==> src/rtl/planar_texture_uv_projection_defines.svh <==
// Assertion macros for the planar UV projection block.
// Used by the top level only; no other dependencies.
`ifndef PLANAR_TEXTURE_UV_PROJECTION_DEFINES_SVH
`define PLANAR_TEXTURE_UV_PROJECTION_DEFINES_SVH
// implication checked on every clock, idle in reset
`define PTUV_ASSERT_IMPLY(label, ante, cons) \
    label: assert property (@(posedge clk) disable iff (!rst_n) (ante) |-> (cons)) \
        else $error("implication failed");
// consequence in the cycle after antecedent
`define PTUV_ASSERT_NEXT(label, ante, cons) \
    label: assert property (@(posedge clk) disable iff (!rst_n) (ante) |=> (cons)) \
        else $error("next-cycle check failed");
`endif

==> src/rtl/ptuv_pkg.sv <==
// Shared types and constants for the planar UV projection block.
// No dependencies.
package ptuv_pkg;
    localparam int CoordW = 24;
    localparam int QuotW  = 48;
    localparam int DivW   = 16;
    localparam int DivStages = 8;
    localparam int BitsPerStage = QuotW / DivStages;

    localparam logic [1:0] AXIS_X = 2'd0;
    localparam logic [1:0] AXIS_Y = 2'd1;
    localparam logic [1:0] AXIS_Z = 2'd2;

    localparam logic [2:0] REG_ROT_COS  = 3'd0;
    localparam logic [2:0] REG_ROT_SIN  = 3'd1;
    localparam logic [2:0] REG_SCALE_U  = 3'd2;
    localparam logic [2:0] REG_SCALE_V  = 3'd3;
    localparam logic [2:0] REG_OFFSET_U = 3'd4;
    localparam logic [2:0] REG_OFFSET_V = 3'd5;

    localparam logic signed [31:0] Q32_MAX = 32'sh7FFF_FFFF;
    localparam logic signed [31:0] Q32_MIN = 32'sh8000_0000;

    // state of one lane in the divider pipeline
    typedef struct packed {
        logic [QuotW-1:0] quo;
        logic [DivW-1:0]  rem;
        logic             neg;
        logic             zero;
        logic [DivW-1:0]  scale;
        logic signed [31:0] off;
    } div_lane_t;
endpackage

==> src/rtl/ptuv_div.sv <==
// Pipelined unsigned restoring divider lane with Q16.16 saturation and offset.
// Depends on ptuv_pkg.
module ptuv_div
    import ptuv_pkg::*;
(
    input  logic                  clk,
    input  logic                  adv,
    input  logic signed [40:0]    r,
    input  logic [DivW-1:0]       scale,
    input  logic signed [31:0]    off,
    output logic signed [31:0]    res,
    output logic                  flag
);
    div_lane_t st_reg [DivStages+1];
    div_lane_t st_next [DivStages+1];
    logic [QuotW-1:0] mag;

    always_comb
    begin
        logic [DivW:0] trial;
        div_lane_t     w;
        // dividend is 4*|R|
        mag = r[40] ? QuotW'(-(r <<< 2)) : QuotW'(r <<< 2);
        st_next[0].quo   = mag;
        st_next[0].rem   = '0;
        st_next[0].neg   = r[40];
        st_next[0].zero  = (scale == '0);
        st_next[0].scale = scale;
        st_next[0].off   = off;
        trial = '0;
        for (int g = 0; g < DivStages; g++)
        begin
            w = st_reg[g];
            for (int b = 0; b < BitsPerStage; b++)
            begin
                trial = {w.rem, w.quo[QuotW-1]} - {1'b0, w.scale};
                if (!trial[DivW])
                begin
                    w.rem = trial[DivW-1:0];
                    w.quo = {w.quo[QuotW-2:0], 1'b1};
                end
                else
                begin
                    w.rem = {w.rem[DivW-2:0], w.quo[QuotW-1]};
                    w.quo = {w.quo[QuotW-2:0], 1'b0};
                end
            end
            st_next[g+1] = w;
        end
    end

    always_ff @(posedge clk)
    begin
        if (adv)
        begin
            for (int i = 0; i <= DivStages; i++)
                st_reg[i] <= st_next[i];
        end
    end

    // final: sign, clamp, offset, clamp
    logic signed [49:0] q;
    logic signed [49:0] s;
    div_lane_t fin;
    always_comb
    begin
        fin = st_reg[DivStages];
        q = fin.neg ? -$signed({2'b00, fin.quo}) : $signed({2'b00, fin.quo});
        s = '0;
        flag = 1'b0;
        if (fin.zero)
        begin
            flag = 1'b1;
            res = fin.neg ? Q32_MIN : Q32_MAX;
        end
        else
        begin
            if (q > 50'sd2147483647)
            begin
                q = 50'sd2147483647;
                flag = 1'b1;
            end
            else if (q < -50'sd2147483648)
            begin
                q = -50'sd2147483648;
                flag = 1'b1;
            end
            s = q + 50'(fin.off);
            if (s > 50'sd2147483647)
            begin
                res = Q32_MAX;
                flag = 1'b1;
            end
            else if (s < -50'sd2147483648)
            begin
                res = Q32_MIN;
                flag = 1'b1;
            end
            else
            begin
                res = s[31:0];
            end
        end
    end
endmodule

==> config.mk <==
export PLATFORM = sky130hd
export DESIGN_NAME = ptuv_div
export DESIGN_NICKNAME = d
export VERILOG_FILES = /design/src/rtl/planar_texture_uv_projection_defines.svh /design/src/rtl/ptuv_pkg.sv /design/src/rtl/ptuv_div.sv
export SDC_FILE = /design/constraint.sdc
export NUM_CORES = 2
export LEC_CHECK = 0
export BUFFER_PORTS_ARGS = -buffer_cell sky130_fd_sc_hd__clkbuf_2
export CORE_MARGIN = 10
export CORE_UTILIZATION = 62
export CTS_CLUSTER_SIZE = 30
export DETAILED_ROUTE_END_ITERATION = 7
export HOLD_SLACK_MARGIN = 0.1
export MAX_ROUTING_LAYER = met4
export PLACE_DENSITY = 0.8
export SYNTH_ARGS = -nofsm -noshare
export SYNTH_HDL_FRONTEND = slang
export SYNTH_SLANG_ARGS = --single-unit
==> constraint.sdc <==
create_clock -name clk -period 20.9 [get_ports clk]
set_clock_uncertainty 0.15 [all_clocks]
set_input_delay 4.18 -clock clk [delete_from_list [all_inputs] [get_ports clk]]
set_output_delay 4.18 -clock clk [all_outputs]
set_load 0.03 [all_outputs]
Word-level counts from Yosys, hierarchy flattened --
Memories as Yosys holds them, arrays and structs flattened. Index checks and enable logic that the tools add are counted.
Operators by class: add/sub/neg operators 51, magnitude comparators 4, muxes and demuxes 64, reductions and logical operators 1
Operators with widths (count):
- 17-bit 2-to-1 mux | 48
- 17-bit by 16-bit subtractor with 17-bit output | 48
- 50-bit 2-to-1 mux | 4
- 32-bit 2-to-1 mux | 4
- 50-bit by 32-bit greater-than comparator with 1-bit output, second input constant | 2
- 50-bit by 32-bit < comparator with 1-bit output, second input constant | 2
- 50-bit by 32-bit adder with 50-bit output | 1
- 48-bit negation with 50-bit output | 1
- 48-bit 2-to-1 mux | 1
- 43-bit negation with 48-bit output | 1
- 16-bit zero test | 1
- 1-bit 2-to-1 mux | 7
Storage, ports and cells: register bits after elaboration 0, memory bits (writable) 1026, word-level logic and storage cells 121, memories kept 1
Memory list:
- st_reg | words 9, bits a word 114, read ports 9, clocked after Yosys merged registers in 0, wr ports 9, RTL line ptuv_div.sv:14 | div_lane_t st_reg [DivStages+1];

Longest topological paths before layout --
An unclocked memory read counts as a cell.
word-level depth 13, depth in mapped cells 93, mapped depth without buffers 88

Worst setup path after synthesis --
No wires, ideal clock.
path kind register to register, start mem st_reg[0][603] in the netlist's numbering, end mem st_reg[0][734] in the netlist's numbering, data pin, setup time 0.266 ns, arrival time 18.770 ns, slack 1.714 ns, stages on the path, launching flop included 91, buffers on the path 8, cells stage by stage edfxtp_1 -> inv_1 -> fa_1 -> a21oi_1 -> o21bai_2 -> a211oi_1 -> or4b_1 -> a211o_1 -> nand3_1 -> buf_2 -> buf_1 -> clkbuf_1 -> a21oi_1 -> ha_1 -> clkbuf_1 -> a21o_1 -> a21o_1 -> a21oi_1 -> [... 55 more ...] -> mux2i_1 -> ha_1 -> nor2b_1 -> o21ai_0 -> a21boi_0 -> o21ai_0 -> a21boi_0 -> o21ai_0 -> a21oi_1 -> o41ai_1 -> o21ai_0 -> a21o_1 -> a21oi_1 -> xnor2_1 -> xnor2_1 -> clkbuf_1 -> mux2i_1 -> mux2i_1
RTL lines (RTL line):
- from (decl) | ptuv_div.sv:14

==> results.txt <==
status - completed
Synth area leaders - edfxtp_1 (37%), ha_1 (13%), xnor2_1 (4.8%)
CTS Buf Count - 100
Root Driver - clkbuf_16
Max Slew Vio Count - 0
design area - 85700 um2
hold crit path type - register to register
Critical Path End Type - register
relative slew slack - 0.196
Crit Path Category - register to register
Iteration-0 DRC Markers - 5766
post-synthesis sequential area ratio - 0.369
routed len/inst - 20.5 um
GRT Util Overall - 0.287
Startpoint Class - register
worst skew pair latency - 0.78 ns
GR peak layer - met2
final worst path period share - 0.943
GP Congestion - 1.00
synth warn - 0
CTS H-Tree Depth - 3
Slowest cell on crit path - edfxtp_1
remaining global-route overflow - 0
Most used DFF post-synth - edfxtp_1
Tmin final - 19.70 ns
maximum number of pins on one net before global-route repair - 180
EDFF count, synth - 962
Fillers - 9630
Final Hold Fails - 0
Netlist cell types - 105
critical path's most frequent cell - o21ai_0
first-pass GRT wire length - 320000 um
IO buf count - 123
Max clock buf depth - 3
DR DRC count - 0
Slowest Stage Delay on Critical Path - 0.60 ns
area of the mapped netlist - 78300 um2
# nets final - 9204
die area - 141000 um2
IO Count - 124
vias in the first global route - 59684
routed via count - 62589
Die Ht - 375 um
fraction of layout cells with a size suffix above 1 - 0.102
routing usage on met2 - 0.467
Initial Utilization - 0.624
Avg Inst Size Synth - 9.77 um2
r2r setup slk - 1.20 ns
CTS sink cnt - 962
Post-DP HPWL - 158000 um
Area Overhead vs Synth - 9.40%
Reg clk slew, reported paths - 0.07 ns
max-capacitance violation count - 0
TritonCTS clock tree - done
max reg flops - 962
Peak Freq - 50.8 MHz
Pre-antenna DRT Iters - 8
M3 GR Usage - 0.0310
CP arrival - 20.00 ns
row count - 130
Required @ worst endpoint - 21.20 ns
via/cell ratio - 6.26
Die W - 375 um
Yosys top cell area share - 0.369
worst-path fanout max - 17
core area - 126000 um2
Post-DP Area - 81800 um2
cells after synthesis - 8016
#FFs+latches synth - 962
initial antenna violation count - 2
asr flop ratio synth - 0
final setup vio count - 0
area leader, netlist - edfxtp_1
grt met1 use - 0.366
Total Wirelength - 205000 um
pin slew with the least headroom to its limit - 1.20 ns
Final ANT Viol Nets - 0
-- synth_stat cells (21+ instances only) --
cell type	count
nor3_1	134
a21oi_1	542
o21ai_0	571
mux2_2	235
buf_2	29
o21a_1	99
o221ai_1	29
xnor2_1	433
nor2b_1	155
and2_1	47
o211ai_1	40
a22oi_1	42
a311oi_1	24
nand2b_1	115
clkbuf_1	126
nand4_1	32
mux2i_1	319
inv_1	553
o31ai_1	61
a211oi_1	63
nor2_1	573
o21bai_1	50
or3_1	74
and3_1	62
a31oi_1	80
ha_1	803
edfxtp_1	962
o41ai_1	21
or2_2	42
a21o_1	229
a21boi_0	105
fa_1	47
nand2_1	575
nor4_1	34
xor2_1	216
nand3_1	136
-- routing by layer --
layer,part of all wire,wire [um]
met1,0.42,86400
met4,0.042,8640
met3,0.063,12800
met2,0.47,96700
met5,0,0
-- logic make-up (layout without fill, tap and decap cells) --
logic type | Yosys count | count (layout) | synth area share
muxes | 558 | 558 | 0.0753
other | 1 | 14 | 0.0000479
and+or+nand+nor | 2073 | 2074 | 0.127
xor gates and xnor gates | 663 | 663 | 0.0756
buffers and inverters | 736 | 1054 | 0.0359
adders and majority gates | 850 | 850 | 0.140
DFF | 962 | 962 | 0.369
AOI/OAI and AO/OA | 2173 | 2173 | 0.177
-- cell usage in the layout (no fill, tap or decap), types with 50 or more instances in the layout --
master	instances
nor2_1	570
xor2_1	213
a21oi_1	537
mux2i_1	318
o21a_1	99
clkbuf_2	122
o31ai_1	60
ha_1	803
and3_1	62
a31oi_1	78
a21boi_0	104
clkbuf_16	100
nor3_1	133
o21ai_0	565
inv_1	551
or3_1	74
nand3_1	136
xnor2_1	421
o21bai_1	50
buf_4	171
a211oi_1	62
a21o_1	229
mux2_2	235
edfxtp_1	962
nand2_1	574
nand2b_1	114
nor2b_1	155
-- area by class of cell --
type,instances,area (um2),area share
clock buffer,111,2540,0.0297
inverter,563,2120,0.0247
antenna,2,5.00,0.0000584
multi-input combinational,6330,47000,0.549
timing repair buffer,306,2120,0.0248
tap,1650,2060,0.0241
sequential,962,28900,0.337
clock inverter,74,937,0.0109
-- critical path, delay by kind of cell (launching register included) --
| family | cells | cell delay, ns |
|---|---|---|
| compound gates | 47 | 10.89 |
| fa+ha+maj | 7 | 2.76 |
| xor+xnor | 4 | 1.34 |
| simple gates | 9 | 1.27 |
| buf+inv | 8 | 1.19 |
| mux | 4 | 1.18 |
| flops | 1 | 0.60 |
-- what timing repair did --
item                       CTS  global route
gates resized for setup      0            43
buffers inserted             0            26
setup endpoints to repair    0           113
hold buffers                 0             0
-- through the flow --
step,utilization,setup TNS (ns),setup slack (ns),std cells,hold slack [ns]
after detailed placement,0.652,0,0.325,9784,0.255
after floorplan,-,0,1.71,8027,0.250
after global placement,0.652,0,0.271,9784,0.250
final,0.682,0,1.20,9998,0.211
after CTS,0.679,0,0.175,9969,0.202
after global routing,0.682,-0.0543,-0.0286,9997,0.218
-- final timing paths --
path	from	to	depth (start not counted)
setup / recovery	st_reg[0][488]	st_reg[0][622]	79
hold / removal	st_reg[0][901]	st_reg[0][1021]	0
setup reg to reg	st_reg[0][488]	st_reg[0][622]	79
hold reg to reg	st_reg[0][901]	st_reg[0][1021]	0
Power is left out: the tool's default activity adds up to more than one toggle a clock period on the data nets, which glitch-free logic cannot reach.
